===== src/sv/opd_pkg.sv =====
// Shared types, constants and tables for the orbit position pipeline.
package opd_pkg;

  // CORDIC setup
  localparam int CORDIC_ITERATIONS = 16;
  localparam int TRIG_FRAC_BITS    = 16;
  localparam int ATAN_ENTRIES      = 24;
  localparam int CORDIC_STEPS      = (CORDIC_ITERATIONS < ATAN_ENTRIES) ?
                                     CORDIC_ITERATIONS : ATAN_ENTRIES;
  localparam int IDX_W             = $clog2(ATAN_ENTRIES);

  // Field widths
  localparam int DAY_W    = 5;
  localparam int MONTH_W  = 4;
  localparam int HOUR_W   = 5;
  localparam int YEAR_W   = 12;
  localparam int RADIUS_W = 8;
  localparam int PERIOD_W = 14;
  localparam int OFFS_W   = 11;
  localparam int CENTER_W = 9;
  localparam int ANG_W    = 12;
  localparam int POS_W    = 11;

  // Divider chain widths
  localparam int NUM_W      = 38;
  localparam int QUO_W      = 10;
  localparam int MOD_STEPS  = 14;
  localparam int BASE_STEPS = 10;
  localparam int SHIFT_W    = $clog2(MOD_STEPS);

  // Angle and trig widths
  localparam int ZABS_W = 35;
  localparam int ZW     = 33;
  localparam int XY_W   = TRIG_FRAC_BITS + 4;
  localparam int PROD_W = XY_W + RADIUS_W + 1;

  // Q30 angle constants
  localparam longint Q30_PI      = 64'sd3373259426;
  localparam longint Q30_TWO_PI  = 64'sd6746518852;
  localparam longint Q30_HALF_PI = 64'sd1686629713;
  localparam longint Q30_GAIN    = 64'sd652032874;
  localparam longint K_INIT      = (Q30_GAIN + ((64'sd1 << (30 - TRIG_FRAC_BITS)) / 2))
                                   >>> (30 - TRIG_FRAC_BITS);

  localparam longint ATAN_Q30 [ATAN_ENTRIES] = '{
    843314857, 497837829, 263043837, 133525159, 67021687, 33543516,
    16775851, 8388437, 4194283, 2097149, 1048575, 524287,
    262143, 131071, 65535, 32767, 16383, 8191,
    4095, 2047, 1023, 511, 255, 127
  };

  // Days before the start of each month, plain year
  localparam logic [8:0] CUM_DAYS [13] = '{
    9'd0, 9'd31, 9'd59, 9'd90, 9'd120, 9'd151, 9'd181,
    9'd212, 9'd243, 9'd273, 9'd304, 9'd334, 9'd365
  };

  // Configuration register indexes
  typedef enum logic [2:0] {
    REG_RADIUS   = 3'd0,
    REG_PERIOD   = 3'd1,
    REG_OFFSET   = 3'd2,
    REG_CENTER_X = 3'd3,
    REG_CENTER_Y = 3'd4
  } cfg_reg_t;

  // Item moving through a restoring divider cell
  typedef struct packed {
    logic [NUM_W-1:0] num;
    logic [QUO_W-1:0] quo;
  } div_item_t;

  // Item moving through a CORDIC cell
  typedef struct packed {
    logic signed [ANG_W-1:0] angle;
    logic                    flip;
    logic signed [XY_W-1:0]  x;
    logic signed [XY_W-1:0]  y;
    logic signed [ZW-1:0]    z;
  } cordic_item_t;

endpackage


===== src/sv/opd_cordic_cell.sv =====
// One CORDIC rotation step with floor shifts and a Q30 arctangent entry.
module opd_cordic_cell
  import opd_pkg::*;
(
  input  logic               clk,
  input  logic               rst,
  input  logic               in_valid,
  output logic               in_ready,
  input  cordic_item_t       in_item,
  input  logic [IDX_W-1:0]   idx,
  output logic               out_valid,
  input  logic               out_ready,
  output cordic_item_t       out_item
);

  logic signed [XY_W-1:0] xs;
  logic signed [XY_W-1:0] ys;
  logic signed [ZW-1:0]   at;
  cordic_item_t           res;

  // rotate toward zero residual angle
  always_comb begin
    xs  = in_item.x >>> idx;
    ys  = in_item.y >>> idx;
    at  = ZW'(ATAN_Q30[idx]);
    res = in_item;
    if (!in_item.z[ZW-1]) begin
      res.x = in_item.x - ys;
      res.y = in_item.y + xs;
      res.z = in_item.z - at;
    end else begin
      res.x = in_item.x + ys;
      res.y = in_item.y - xs;
      res.z = in_item.z + at;
    end
  end

  assign in_ready = !out_valid || out_ready;

  always_ff @(posedge clk) begin
    if (rst) begin
      out_valid <= 1'b0;
    end else if (in_ready) begin
      out_valid <= in_valid;
    end
  end

  always_ff @(posedge clk) begin
    if (in_valid && in_ready) begin
      out_item <= res;
    end
  end

endmodule


===== config.mk =====
export PLATFORM = sky130hd
export DESIGN_NAME = opd_cordic_cell
export DESIGN_NICKNAME = d
export VERILOG_FILES = /design/src/sv/opd_pkg.sv /design/src/sv/opd_cordic_cell.sv
export SDC_FILE = /design/constraint.sdc
export NUM_CORES = 1
export LEC_CHECK = 0
export BUFFER_PORTS_ARGS = -buffer_cell sky130_fd_sc_hd__buf_2
export CAP_MARGIN = 20
export CELL_PAD_IN_SITES_DETAIL_PLACEMENT = 0
export CELL_PAD_IN_SITES_GLOBAL_PLACEMENT = 1
export CORE_UTILIZATION = 48
export CTS_CLUSTER_DIAMETER = 200
export CTS_CLUSTER_SIZE = 20
export DETAILED_ROUTE_END_ITERATION = 7
export HOLD_SLACK_MARGIN = 0.15
export PLACE_DENSITY_LB_ADDON = 0.1
export SETUP_SLACK_MARGIN = 0.3
export SYNTH_ARGS = -nofsm -noshare
export SYNTH_HDL_FRONTEND = slang
export SYNTH_SLANG_ARGS = --single-unit

===== constraint.sdc =====
create_clock -name clk -period 8.45 [get_ports clk]
set_clock_uncertainty 0.15 [all_clocks]
set_input_delay 0.845 -clock clk [delete_from_list [all_inputs] [get_ports clk]]
set_output_delay 0.845 -clock clk [all_outputs]
set_load 0.03 [all_outputs]

==> flow_metrics.py <==
metrics = {
    "run_status": {
        "status": "completed",
    },
    "detailed_routing": {
        "drc_errors": 0,
        "ant_nets": 0,
        "wl_per_cell_um": 20.3,
        "routed_wl_um": 30300,
        "vias": 9412,
        "vias_per_cell": 6.29,
        "drt_iter0_markers": 894,
        "drt-pass1-iter-count": 7,
    },
    "logic_synthesis": {
        "synth_flop_cell": "edfxtp_1",
        "ys_types": 84,
        "synth_common_cells": "a21oi_1 (89), edfxtp_1 (86), nor2_1 (86), xnor2_1 (86), ha_1 (82)",
        "synth_edf_count": 86,
        "syn_area_per_cell_sq_um": 9.51,
        "post_synth_main_area_contributors": "edfxtp_1 (25%), mux4_2 (10%), ha_1 (10%)",
        "synth_cells": 1072,
        "ys_ff_latch": 87,
        "synth_async_sr_flop_share_pct": 0,
        "syn_nets": 1252,
        "synth_top_cell_by_area": "edfxtp_1",
        "synth_warnings": 0,
        "netlist_area_sq_um": 10200,
        "yosysMostFrequentCell": "a21oi_1",
        "yosysTopAreaCellShare_pct": 25.3,
        "yosysSeqAreaShare_pct": 25.5,
    },
    "timing": {
        "fin_tns_setup_ns": 0,
        "slew_headroom_pct": 40.0,
        "slew_viol_final": 0,
        "worst_pin_slew_ns": 0.892,
        "min_period_ns": 6.23,
        "fmax_mhz": 161,
        "setup_viol": 0,
        "rsz0062_at_grt": "no",
        "holdWs_ns": 0.371,
        "hold_viol_final": 0,
        "period_share_pct": 73.7,
    },
    "clock_tree": {
        "clk_pin_slew_worst_paths_ns": 0.07,
        "clkLatencyLatePin_ns": 0.36,
        "clock_tree.root_cell": "clkbuf_16",
        "numClockSinks": 87,
        "post-cts-setup-buffer-count": 0,
        "htree_levels": 3,
        "cts_buffer_depth": 2,
        "numCtsBuffers": 9,
        "cts_resized": 0,
        "cts_tree": "done",
        "cts_hold_buf": 0,
    },
    "placed_design": {
        "place.gp.congestion": 0.987,
        "post-place-cells": 1480,
        "dp_hpwl_um": 22700,
        "place.port_buffers": 182,
    },
    "worst_setup_path": {
        "critPathKind": "input pin to register",
        "crit_fanout": 25,
        "startpoint_type": "input pin",
        "required_ns": 8.40,
        "critPathMaxStageDelay_ns": 0.70,
        "path_cells": "buf_2 > buf_4 > nor2_1 > o21ai_0 > a21oi_1 > nand2_1 > nor2_1 > and3_1 > a31oi_1 > xor2_1 > ha_1 > a21oi_1 > nor2_1 > nor4_1 > a21oi_1 > o31ai_1 > a211oi_1 > mux2i_1 > or4_1",
        "cp-end-kind": "register",
        "cp_slowest_cell": "nor2_1",
        "crit_arrival_ns": 6.18,
    },
    "die": {
        "die_area_sq_um": 21800,
        "die_w_um": 148,
        "core_area_sq_um": 20600,
        "io_pins": 183,
        "rows": 52,
        "start_util_pct": 49.6,
        "die_y_um": 148,
    },
    "power": {
        "power.total_mw": 2.12,
        "peakVddDrop_uv": 120,
        "p_per_area_nw_per_um2": 182,
        "p_leak_nw": 4.76,
    },
    "final_layout": {
        "areaGrowthSynthToFinish_pct": 13.9,
        "fin_util_pct": 56.5,
        "drive_gt1_share_pct": 22.9,
        "fin_nets": 1402,
        "fin_cells": 1497,
        "diodes": 0,
    },
    "global_route": {
        "grt_overflow": 0,
        "grt_start_max_net_pins": 87,
        "grtUsageTotal_pct": 28.2,
        "first_global_vias": 9069,
        "antenna_found_initial": 0,
        "grt_pass1_wl_um": 48000,
    },
    "job": {
        "maxCapViolCount": 0,
    },
    "hold_path": {
        "worstHoldPathType": "register to register",
    },
}
==> logic make-up (layout without fill, tap and decap cells) <==
| kind of cell | count (synthesis) | count (layout) | synth area share, % |
|---|---|---|---|
| XOR/XNOR | 116 | 116 | 10.1 |
| flip-flops | 87 | 87 | 25.5 |
| multiplexers | 86 | 86 | 14.3 |
| AND/OR/NAND/NOR | 289 | 289 | 14.1 |
| AO/OA/AOI/OAI | 325 | 325 | 21.5 |
| adder cells (fa/ha/maj) | 85 | 85 | 10.7 |
| buffers and inverters | 84 | 239 | 3.76 |
==> worst paths after layout <==
kind | slack [ns] | from | end | depth (start not counted)
max | 2.22 | idx[4] | out_item[29] | 19
min | 0.37 | out_valid | out_valid | 2
max reg2reg | 6.64 | out_valid | out_item[13] | 4
min reg2reg | 0.37 | out_valid | out_valid | 2
==> flip-flops by register name (all words and copies together) (netlist names) <==
name and flops:
out_valid 1, out_item 86
==> final cells by class <==
class / instances / area, sq um
clock buffers: 10 / 239
well taps: 270 / 338
clock inverters: 6 / 97.6
inverters: 32 / 120
fillers: 1957 / 8950
multi-input cells: 901 / 7210
flip-flops and latches: 87 / 2600
repair buffers: 191 / 1000
==> layer usage <==
layer	up-vias	wire length [um]	part of all wire (%)	GRT usage, %
met5	-	0	0	0
met4	0	795	2.6	8.92
met3	64	2600	8.6	5.86
met2	492	13500	45	44.1
met1	4420	13400	44	38.9
li1	4436	-	-	-
==> through the flow <==
stage	instance area (sq um)	worst slack, ns
2_1_floorplan	10200	2.77
3_3_place_gp	11200	1.98
3_5_place_dp	11200	1.95
4_1_cts	11600	2.33
5_1_grt	11600	1.74
6_report	11600	2.22
==> where the power goes <==
part	internal, mW	switching [mW]
Combinational	0.402	0.638
Clock	0.272	0.195
Sequential	0.591	0.0162
==> critical path, delay by kind of cell <==
family                   cells  cell delay, ns
adder cells (fa/ha/maj)      1            0.34
XOR/XNOR                     1            0.20
AND/OR/NAND/NOR              7            2.32
buffers and inverters        2            0.54
multiplexers                 1            0.15
AO/OA/AOI/OAI                7            1.76
==> layout by cell type, fill, tap and decap left out, types with 10 or more instances in the layout <==
| cell type | count |
|---|---|
| a21o_1 | 21 |
| xor2_1 | 29 |
| nand3_1 | 24 |
| a211oi_1 | 18 |
| mux2i_1 | 28 |
| ha_1 | 82 |
| a31oi_1 | 21 |
| inv_1 | 28 |
| edfxtp_1 | 86 |
| o21a_1 | 15 |
| buf_2 | 181 |
| nand2_1 | 64 |
| o21ai_0 | 55 |
| nor2_1 | 86 |
| nand2b_1 | 13 |
| nor3_1 | 17 |
| a21oi_1 | 89 |
| and2_1 | 10 |
| xnor2_1 | 86 |
| and3_1 | 11 |
| nor2b_1 | 14 |
| mux4_2 | 47 |
(Power assumes the default switching activity.)
