$ cat config.mk
export PLATFORM = sky130hd
export DESIGN_NAME = opd_div_cell
export DESIGN_NICKNAME = d
export VERILOG_FILES = /design/src/sv/opd_pkg.sv /design/src/sv/opd_div_cell.sv
export SDC_FILE = /design/constraint.sdc
export NUM_CORES = 1
export LEC_CHECK = 0
export BUFFER_PORTS_ARGS = -buffer_cell sky130_fd_sc_hd__buf_2
export CAP_MARGIN = 20
export CELL_PAD_IN_SITES_DETAIL_PLACEMENT = 0
export CELL_PAD_IN_SITES_GLOBAL_PLACEMENT = 1
export CORE_UTILIZATION = 35
export CTS_CLUSTER_SIZE = 24
export DETAILED_ROUTE_END_ITERATION = 8
export PLACE_DENSITY_LB_ADDON = 0.08
export REMOVE_ABC_BUFFERS = 1
export SLEW_MARGIN = 10
export SYNTH_ARGS = -nofsm -noshare
export SYNTH_HDL_FRONTEND = slang
export SYNTH_SLANG_ARGS = --single-unit
$ cat constraint.sdc
create_clock -name clk -period 9.2 [get_ports clk]
set_input_delay 0.92 -clock clk [delete_from_list [all_inputs] [get_ports clk]]
set_output_delay 0.92 -clock clk [all_outputs]
set_load 0.03 [all_outputs]
$ cat src/sv/opd_pkg.sv
// Shared types, constants and tables for the orbit position pipeline.
package opd_pkg;

  // CORDIC setup
  localparam int CORDIC_ITERATIONS = 16;
  localparam int TRIG_FRAC_BITS    = 16;
  localparam int ATAN_ENTRIES      = 24;
  localparam int CORDIC_STEPS      = (CORDIC_ITERATIONS < ATAN_ENTRIES) ?
                                     CORDIC_ITERATIONS : ATAN_ENTRIES;
  localparam int IDX_W             = $clog2(ATAN_ENTRIES);

  // Field widths
  localparam int DAY_W    = 5;
  localparam int MONTH_W  = 4;
  localparam int HOUR_W   = 5;
  localparam int YEAR_W   = 12;
  localparam int RADIUS_W = 8;
  localparam int PERIOD_W = 14;
  localparam int OFFS_W   = 11;
  localparam int CENTER_W = 9;
  localparam int ANG_W    = 12;
  localparam int POS_W    = 11;

  // Divider chain widths
  localparam int NUM_W      = 38;
  localparam int QUO_W      = 10;
  localparam int MOD_STEPS  = 14;
  localparam int BASE_STEPS = 10;
  localparam int SHIFT_W    = $clog2(MOD_STEPS);

  // Angle and trig widths
  localparam int ZABS_W = 35;
  localparam int ZW     = 33;
  localparam int XY_W   = TRIG_FRAC_BITS + 4;
  localparam int PROD_W = XY_W + RADIUS_W + 1;

  // Q30 angle constants
  localparam longint Q30_PI      = 64'sd3373259426;
  localparam longint Q30_TWO_PI  = 64'sd6746518852;
  localparam longint Q30_HALF_PI = 64'sd1686629713;
  localparam longint Q30_GAIN    = 64'sd652032874;
  localparam longint K_INIT      = (Q30_GAIN + ((64'sd1 << (30 - TRIG_FRAC_BITS)) / 2))
                                   >>> (30 - TRIG_FRAC_BITS);

  localparam longint ATAN_Q30 [ATAN_ENTRIES] = '{
    843314857, 497837829, 263043837, 133525159, 67021687, 33543516,
    16775851, 8388437, 4194283, 2097149, 1048575, 524287,
    262143, 131071, 65535, 32767, 16383, 8191,
    4095, 2047, 1023, 511, 255, 127
  };

  // Days before the start of each month, plain year
  localparam logic [8:0] CUM_DAYS [13] = '{
    9'd0, 9'd31, 9'd59, 9'd90, 9'd120, 9'd151, 9'd181,
    9'd212, 9'd243, 9'd273, 9'd304, 9'd334, 9'd365
  };

  // Configuration register indexes
  typedef enum logic [2:0] {
    REG_RADIUS   = 3'd0,
    REG_PERIOD   = 3'd1,
    REG_OFFSET   = 3'd2,
    REG_CENTER_X = 3'd3,
    REG_CENTER_Y = 3'd4
  } cfg_reg_t;

  // Item moving through a restoring divider cell
  typedef struct packed {
    logic [NUM_W-1:0] num;
    logic [QUO_W-1:0] quo;
  } div_item_t;

  // Item moving through a CORDIC cell
  typedef struct packed {
    logic signed [ANG_W-1:0] angle;
    logic                    flip;
    logic signed [XY_W-1:0]  x;
    logic signed [XY_W-1:0]  y;
    logic signed [ZW-1:0]    z;
  } cordic_item_t;

endpackage

$ cat src/sv/opd_div_cell.sv
// One restoring division step: compare against shifted divisor, subtract, shift in a quotient bit.
module opd_div_cell
  import opd_pkg::*;
(
  input  logic                 clk,
  input  logic                 rst,
  input  logic                 in_valid,
  output logic                 in_ready,
  input  div_item_t            in_item,
  input  logic [NUM_W-1:0]     den,
  input  logic [SHIFT_W-1:0]   shift,
  output logic                 out_valid,
  input  logic                 out_ready,
  output div_item_t            out_item
);

  logic [NUM_W-1:0] dsh;
  logic             ge;
  div_item_t        res;

  // trial subtract
  always_comb begin
    dsh     = den << shift;
    ge      = (in_item.num >= dsh);
    res.num = ge ? (in_item.num - dsh) : in_item.num;
    res.quo = {in_item.quo[QUO_W-2:0], ge};
  end

  assign in_ready = !out_valid || out_ready;

  always_ff @(posedge clk) begin
    if (rst) begin
      out_valid <= 1'b0;
    end else if (in_ready) begin
      out_valid <= in_valid;
    end
  end

  always_ff @(posedge clk) begin
    if (in_valid && in_ready) begin
      out_item <= res;
    end
  end

endmodule

==> results.toml, run 1 <==
[synth]
synth.ff_latch_count = 49
synth_most_common_cell = "nand2_1"
synth_edf_count = 48
yosys.area.top_type = "edfxtp_1"
syn-instance-count = 681
yosysWarnings = 0
ys_top_cells_by_area = "edfxtp_1 25%, ha_1 8.7%, mux4_2 8.6%"
yosysSeqAreaShare = 0.2539
synthArstFlopShare = 0
synthFlopType = "edfxtp_1"
avgSynthCellArea_um2 = 8.452
ys_top_cells_by_count = "98 x nand2_1, 93 x a21oi_1, 69 x nor2_1"
synth_area_mm2 = 0.005756
synth_cell_types = 64
synth_top_area_share = 0.2504

[cts]
cts_buffer_depth = 2
root_buffer = "clkbuf_16"
ctsHoldBuffers = 0
h-tree-depth = 2
cts_buffers = 5
cts_tree = "yes"
clk_pin_slew_ps = 80
cts.repair.resized = 0
postCtsSetupBuffers = 0
numClockSinks = 49
insertion_delay_ps = 310

[finish]
num_antenna_cells = 0
areaGrowthSynthToFinish_pct = 17.46
final_cells = 1014
drive_gt1_frac = 0.2519
fin_nets = 932

[sta]
hold_viol = 0
fin_setup_tns_ps = 0
drv_slew = 0
setup_viol = 0
max_freq_mhz = 173.7
clock_skew_ps = 9.831
worst_slew_pin_slew_ps = 946.3
finalCritPeriodShare = 0.6258
slew_headroom = 0.3692
fin_crit_ps = 5757
grt_setup_unrepaired = "no"

[detailed_routing]
drtIter0Drc = 411
ant_nets = 0
wirelength_mm = 16.15
viasPerCell = 5.349
wire_per_inst_um = 15.93
drc = 0
vias = 5424
firstDrtPassIters = 5

[pwr]
leakagePower_nw = 2.934
peakVddDrop_mv = 0.07377
p_per_area_mw_per_mm2 = 158.2

[grt]
antenna_found_initial = 0
grt_pass1_vias = 4947
grt_max_degree = 61
grt_pass1_wl_mm = 25.08
grt.busiest_layer = "met2"
grtUsageTotal = 0.1904
grtUsageMet1 = 0.2754
met2_usage = 0.3035
use_met3 = 0.02296
overflow = 0

[die]
dieArea_mm2 = 0.01696
start_util = 0.3610
placementRows = 46
io_pins = 144
core_mm2 = 0.01594
die_w_um = 130.2
die_h_um = 130.2

[worst_setup_path]
crit_fanout = 60
critPathLaunchType = "input pin"
cp-end-kind = "register"
worstPathArrival_ps = 5820
crit_type = "input pin to register"
critPathRequiredTime_ps = 9260

[place]
hpwl_mm = 13.17
numPortBuffers = 142
gp_congestion = 0.8616
dp_cells = 1004

[flow_run]
max_cap_violations = 0

[worst_hold_path]
worstHoldPathType = "register to register"

[status]
status = "finished clean"
[cell families after synthesis]
logic type                 count (synthesis)  synth area share
muxes                                     54            0.1433
AOI/OAI and AO/OA                        209            0.2291
xor gates and xnor gates                  30           0.04565
DFF                                       49            0.2539
buffers and inverters                     55           0.04217
adders and majority gates                 41           0.09043
and+or+nand+nor                          243            0.1954
[cell usage in the layout, fill, tap and decap left out, types with 9 or more instances in the layout]
master    Yosys  final
a211oi_1      9      9
a21o_1       16     16
a21oi_1      93     93
and3_1       10     10
buf_2         1    142
edfxtp_1     48     48
ha_1         40     40
inv_1        19     19
mux2i_1      25     25
mux4_2       22     22
nand2_1      98     98
nor2_1       69     69
nor2b_1       9      9
nor3_1       12     12
o21ai_0      33     33
xnor2_1      21     21
xor2_1        9      9
[metal layers]
layer	vias up	routed length, um	share of wire
li1	2778	-	-
met1	2485	8173	0.51
met2	152	6929	0.43
met3	9	872	0.054
met4	0	172	0.011
met5	-	0	0
[registers in the layout (all words and copies together) (netlist names)]
| signal | cells |
|---|---|
| out_item | 48 |
| out_valid | 1 |
[cell type report]
type / count / area (um^2)
Sequential cell: 49 / 1461
Inverter: 20 / 76.32
Fill cell: 1669 / 9183
Tap cell: 216 / 270.3
Timing Repair Buffer: 144 / 745.7
Multi-Input combinational cell: 577 / 4053
Clock inverter: 3 / 28.78
Clock buffer: 5 / 125.1
[power breakdown]
group | internal, W | switching, W | total, W | leakage (nW)
Sequential | 0.000292 | 0.00000587 | 0.000298 | 0.470
Combinational | 0.000216 | 0.000358 | 0.000574 | 2.39
Clock | 0.000104 | 0.0000937 | 0.000198 | 0.0763
Total | 0.000612 | 0.000458 | 0.00107 | 2.93
[metrics by stage]
step                instance area [um^2]  setup WS, ps  utilization  power (W)  hold WS (ps)
floorplan                           5589          4508            -  0.0007170         859.5
global placement                    6571          3014       0.4122  0.0008735         486.0
detailed placement                  6571          3047       0.4122  0.0008758         505.2
CTS                                 6725          3366       0.4218   0.001077         516.6
global route                        6760          2794       0.4240   0.001147         563.8
finish                              6760          3443       0.4240   0.001070         513.5
[path summary, 6_finish.rpt]
check,startpoint,end,slack [ps],depth (start not counted)
worst max-delay path,shift[0],out_item[13]$_DFFE_PP_,3440,14
worst min-delay path,out_valid$_SDFFE_PP0N_,out_valid$_SDFFE_PP0N_,510,2
worst max register to register,out_valid$_SDFFE_PP0N_,out_item[23]$_DFFE_PP_,7850,3
worst min register to register,out_valid$_SDFFE_PP0N_,out_valid$_SDFFE_PP0N_,510,2
[critical path: stages]
cell,delay [ps]
buf_2,660
mux4_2,610
nand2_1,80
nand2_1,90
o21ai_0,480
ha_1,320
and4_4,280
nand3_2,120
or4_1,560
o31a_4,340
o21ai_2,120
nand2_4,190
clkinv_2,590
mux2_2,410
No activity file was read; power rests on OpenSTA's default activity.
==> run 2: changes to the inputs <==
clock period = 5.95 ns   (was 9.2 ns; I/O delays follow)
==> run 2 against run 1 <==
Against the previous run:
- final area grew 0.78%
- sequential share of layout area shrank 0.17 points
- power grew 56%
- non-clock buffer count grew 8
- clock skew shrank 5.6 ps
==> results.toml, run 2 (synthesis gave the netlist of run 1 again) <==
[cts]
root_buffer = "clkbuf_16"
postCtsSetupBuffers = 0
numClockSinks = 49
cts_tree = "yes"
cts.repair.resized = 0
insertion_delay_ps = 300
cts_buffer_depth = 2
clk_pin_slew_ps = 70
cts_buffers = 5
ctsHoldBuffers = 0
h-tree-depth = 2

[sta]
setup_viol = 0
worst_slew_pin_slew_ps = 937.5
clock_skew_ps = 4.188
drv_slew = 0
max_freq_mhz = 195.4
slew_headroom = 0.3750
hold_viol = 0
fin_setup_tns_ps = 0
finalCritPeriodShare = 0.8601
fin_crit_ps = 5117
worst_slack_ps = 832.7
grt_setup_unrepaired = "no"

[pwr]
pwr-share-seq = 0.275
switching_share = 0.4280
leakagePower_nw = 2.971
p_switching_w = 0.0007162
internal_power_w = 0.0009571
power_frac_clock = 0.184
combPwrFrac = 0.541
p_per_area_mw_per_mm2 = 245.6
peakVddDrop_mv = 0.1237

[worst_setup_path]
critPathLaunchType = "input pin"
crit_type = "input pin to register"
crit_path_frequent_cell = "nand2_1"
cp-end-kind = "register"
critPathSlowestCell = "buf_2"
crit_fanout = 46
cp_cell_sequence = "buf_2 > mux4_2 > nand2_1 > nand2_1 > o21ai_0 > ha_1 > and4_4 > nand3_2 > or4_1 > o31a_4 > o21ai_2 > nand2_4 > clkinv_2 > buf_4 > mux2_2"
critPathRequiredTime_ps = 6010
slowest_delay_ps = 700
worstPathArrival_ps = 5170

[detailed_routing]
dr_wl_met3_um = 944
vias = 5459
wire_per_inst_um = 16.25
wl_met2_mm = 7.431
wirelength_mm = 16.61
viasPerCell = 5.341
drc = 0
drtIter0Drc = 318
top_layer = "met4"
firstDrtPassIters = 5
ant_nets = 0
met1_length_mm = 8.119

[finish]
mostFrequentLayoutCells = "142 x buf_2, 98 x nand2_1, 93 x a21oi_1, 69 x nor2_1, 48 x edfxtp_1"
drive_gt1_frac = 0.2593
seqCellArea_mm2 = 0.001461
top_register = "out_item"
largest_register_ffs = 48
num_antenna_cells = 0
areaGrowthSynthToFinish_pct = 18.37
final_common_cell = "buf_2"
multi_input_area_mm2 = 0.004053
n_fill_cell = 1698
fin_nets = 940
reg_top3 = "out_item x48, out_valid x1"
final_area_mm2 = 0.006813

[grt]
overflow = 0
grtUsageTotal = 0.1962
grt_pass1_vias = 5097
antenna_found_initial = 0
grt_max_degree = 49
grt_pass1_wl_mm = 25.84

[place]
pre_cts_ws_ps = 463.0
numPortBuffers = 142
hpwl_mm = 13.77
gp_congestion = 0.8480
placed_area_mm2 = 0.006639

[die]
core_mm2 = 0.01594
start_util = 0.3610
die_h_um = 130.2
dieArea_mm2 = 0.01696
io_pins = 144
placementRows = 46
die_w_um = 130.2

[worst_hold_path]
worstHoldPathType = "input pin to register"

[flow_run]
max_cap_violations = 0

[status]
status = "finished clean"
## run 2: cell types whose count changed in the layout (fill, tap and decap cells not counted)
cell   delta
buf_4     +9
buf_8     -1
## run 2: critical path: cells and delay by family
kind                     cells  cell delay, ps
AND/OR/NAND/NOR              6            1300
AO/OA/AOI/OAI                3             820
adder cells (fa/ha/maj)      1             280
multiplexers                 2             950
buffers and inverters        3            1200
## run 2: metal layers
metal  vias to the layer above  GRT usage
met5                         -          0
met4                         0    0.03352
met3                         6    0.02460
met2                       165     0.3220
met1                      2499     0.2781
li1                       2789          -
## run 2: final cells by class
type | count | area share
well taps | 216 | 0.03967
repair buffers | 152 | 0.1172
clock inverters | 3 | 0.004224
clock buffers | 5 | 0.01837
inverters | 20 | 0.01120
flip-flops and latches | 49 | 0.2145
multi-input cells | 577 | 0.5949
## run 2: stage by stage
stage               power [W]  hold slack [ps]  instances  utilization
global placement     0.001366            483.9       1013       0.4164
floorplan            0.001109            664.1        646            -
global route         0.001796            431.0       1022       0.4273
finish               0.001673            439.5       1022       0.4273
CTS                  0.001684            431.5       1021       0.4261
detailed placement   0.001373            503.0       1013       0.4164
## run 2: final timing paths
path	startpoint	end	slack, ps	cells after the start
worst min register to register	out_valid$_SDFFE_PP0N_	out_valid$_SDFFE_PP0N_	510	2
worst max-delay path	shift[1]	out_item[13]$_DFFE_PP_	830	15
worst max register to register	out_valid$_SDFFE_PP0N_	out_item[11]$_DFFE_PP_	4600	3
worst min-delay path	rst	out_valid$_SDFFE_PP0N_	440	2
## run 2: power by group through the flow
| stage | clock network [W] | registers, W | logic (W) |
|---|---|---|---|
| 6_report | 0.000307 | 0.000461 | 0.000906 |
| 4_1_cts | 0.000315 | 0.000462 | 0.000906 |
| 3_5_place_dp | 0 | 0.000470 | 0.000903 |
| 2_1_floorplan | 0 | 0.000573 | 0.000536 |
| 5_1_grt | 0.000330 | 0.000466 | 0.000999 |
| 3_3_place_gp | 0 | 0.000468 | 0.000897 |
==> run 3: changes to the inputs <==
==> constraint.sdc (replaced) <==
create_clock -name clk -period 5.95 [get_ports clk]
set_input_delay 0 -clock clk [delete_from_list [all_inputs] [get_ports clk]]
set_output_delay 0 -clock clk [all_outputs]
set_load 0.03 [all_outputs]
==> run 3 against run 2 <==
Against the previous run:
- die area stayed put
- count of clock-buffer cells in the layout stayed put
- clock skew is 1.8 ps higher
- worst hold slack worse by 440 ps
- non-clock buffer count is 6 higher
- critical path depth is 3 higher
- flip-flop and latch count stayed put
- clock power is 2% higher
- first-iteration DRC count is 12% lower
- global-route usage is 0.11 points higher
- sequential power hardly changed
- via count is 0.33% higher
- critical path type unchanged
==> results.toml, run 3 (synthesis gave the netlist of run 1 again) <==
[cts]
clk_pin_slew_ps = 80
ctsHoldBuffers = 12
h-tree-depth = 2
root_buffer = "clkbuf_16"
numClockSinks = 49
cts_buffers = 5
postCtsSetupBuffers = 0
insertion_delay_ps = 310
cts.repair.resized = 0
cts_buffer_depth = 2
cts_tree = "yes"

[finish]
fin_nets = 946
top_register = "out_item"
reg_top3 = "out_item x48, out_valid x1"
n_fill_cell = 1646
final_cells = 1028
num_antenna_cells = 0
largest_register_ffs = 48
areaGrowthSynthToFinish_pct = 19.67
drive_gt1_frac = 0.2500
final_common_cell = "buf_2"
mostFrequentLayoutCells = "142 x buf_2, 98 x nand2_1, 93 x a21oi_1, 69 x nor2_1, 48 x edfxtp_1"

[place]
hpwl_mm = 13.55
gp_congestion = 0.8697
numPortBuffers = 142
pre_cts_ws_ps = 971.1
dp_cells = 1007

[worst_setup_path]
regToRegEndpoint = "out_item[23]$_DFFE_PP_"
crit_fanout = 38
critPathSlowestCell = "buf_2"
cp-endpoint = "out_item[47]$_DFFE_PP_"
reg2reg_from = "out_valid$_SDFFE_PP0N_"
rr_worst_depth = 3
critPathLaunchType = "input pin"
crit_start = "shift[0]"
cp-end-kind = "register"
slowest_delay_ps = 640
crit_type = "input pin to register"
r2r_slack_ps = 4590
critPathRequiredTime_ps = 6080
cp_cell_sequence = "buf_2 > inv_1 > a211oi_1 > a21oi_1 > nand2_1 > nand2_1 > mux2i_1 > ha_1 > and3_1 > and3_1 > nor3_1 > o21bai_1 > nand4bb_4 > nand2_4 > clkinv_2 > buf_4 > o211a_1 > a211oi_2"
worstPathArrival_ps = 4700

[detailed_routing]
drtIter0Drc = 280
vias = 5477
drc = 0
wirelength_mm = 16.55
top_layer = "met4"
firstDrtPassIters = 5
wire_per_inst_um = 16.10
dr_wl_met3_um = 676
met1_length_mm = 8.352
viasPerCell = 5.328
wl_met2_mm = 7.362
ant_nets = 0

[sta]
hold_viol = 0
fin_crit_ps = 4569
worst_slack_ps = 1381
setup_viol = 0
max_freq_mhz = 218.8
grt_setup_unrepaired = "no"
drv_slew = 0
slew_headroom = 0.3864
fin_setup_tns_ps = 0
clock_skew_ps = 6.013
finalCritPeriodShare = 0.7680
holdWs_ps = 1.595
worst_slew_pin_slew_ps = 920.5

[pwr]
p_per_area_mw_per_mm2 = 243.5
leakagePower_nw = 2.993
peakVddDrop_mv = 0.1199
p_total_w = 0.001677

[grt]
overflow = 0
grtUsageTotal = 0.1974
grt_max_degree = 49
antenna_found_initial = 0
grt_pass1_wl_mm = 25.80
grt_pass1_vias = 5122

[die]
die_w_um = 130.2
die_h_um = 130.2
start_util = 0.3610
dieArea_mm2 = 0.01696
placementRows = 46
io_pins = 144
core_mm2 = 0.01594

[status]
status = "finished clean"

[worst_hold_path]
worstHoldPathType = "input pin to register"

[flow_run]
max_cap_violations = 0
run 3: how the worst min path moves through the flow:
stage	start	endpoint	slack, ps	cells past startpoint
after CTS	in_item[41]	out_item[41]$_DFFE_PP_	4	3
after global placement	rst	out_valid$_SDFFE_PP0N_	160	2
after detailed placement	rst	out_valid$_SDFFE_PP0N_	160	2
final	in_item[41]	out_item[41]$_DFFE_PP_	2	3
after floorplan	rst	out_valid$_SDFFE_PP0N_	70	1
after global routing	in_item[18]	out_item[18]$_DFFE_PP_	30	2
run 3: per-layer routing:
metal	GRT usage	vias to the layer above
met1	0.2826	2534
met4	0.04036	0
met3	0.02460	10
met2	0.3173	142
met5	0	-
li1	-	2791
run 3: cell type report:
cell class	count	area, um^2	area share
inverter	20	76.32	0.01108
tap	216	270.3	0.03924
sequential	49	1461	0.2122
timing repair buffer	158	873.3	0.1268
clock buffer	5	125.1	0.01817
multi-input combinational	577	4053	0.5884
clock inverter	3	28.78	0.004178
run 3: through the flow:
step | cell area, um^2 | utilization
finish | 6888 | 0.4320
global route | 6888 | 0.4320
global placement | 6594 | 0.4136
detailed placement | 6594 | 0.4136
CTS | 6868 | 0.4308
floorplan | 5589 | -
run 3: report_power, final:
part / switching, W / total, W / leakage [nW] / internal (W)
sequential: 0.00000952 / 0.000461 / 0.470 / 0.000451
clock: 0.000151 / 0.000313 / 0.0763 / 0.000162
combinational: 0.000562 / 0.000903 / 2.45 / 0.000342
total: 0.000723 / 0.00168 / 2.99 / 0.000955
run 3: critical path, delay by kind of cell:
kind	cells	cell delay (ps)
buffers and inverters	4	1780
and+or+nand+nor	7	1400
AOI/OAI and AO/OA	5	840
adders and majority gates	1	360
muxes	1	310
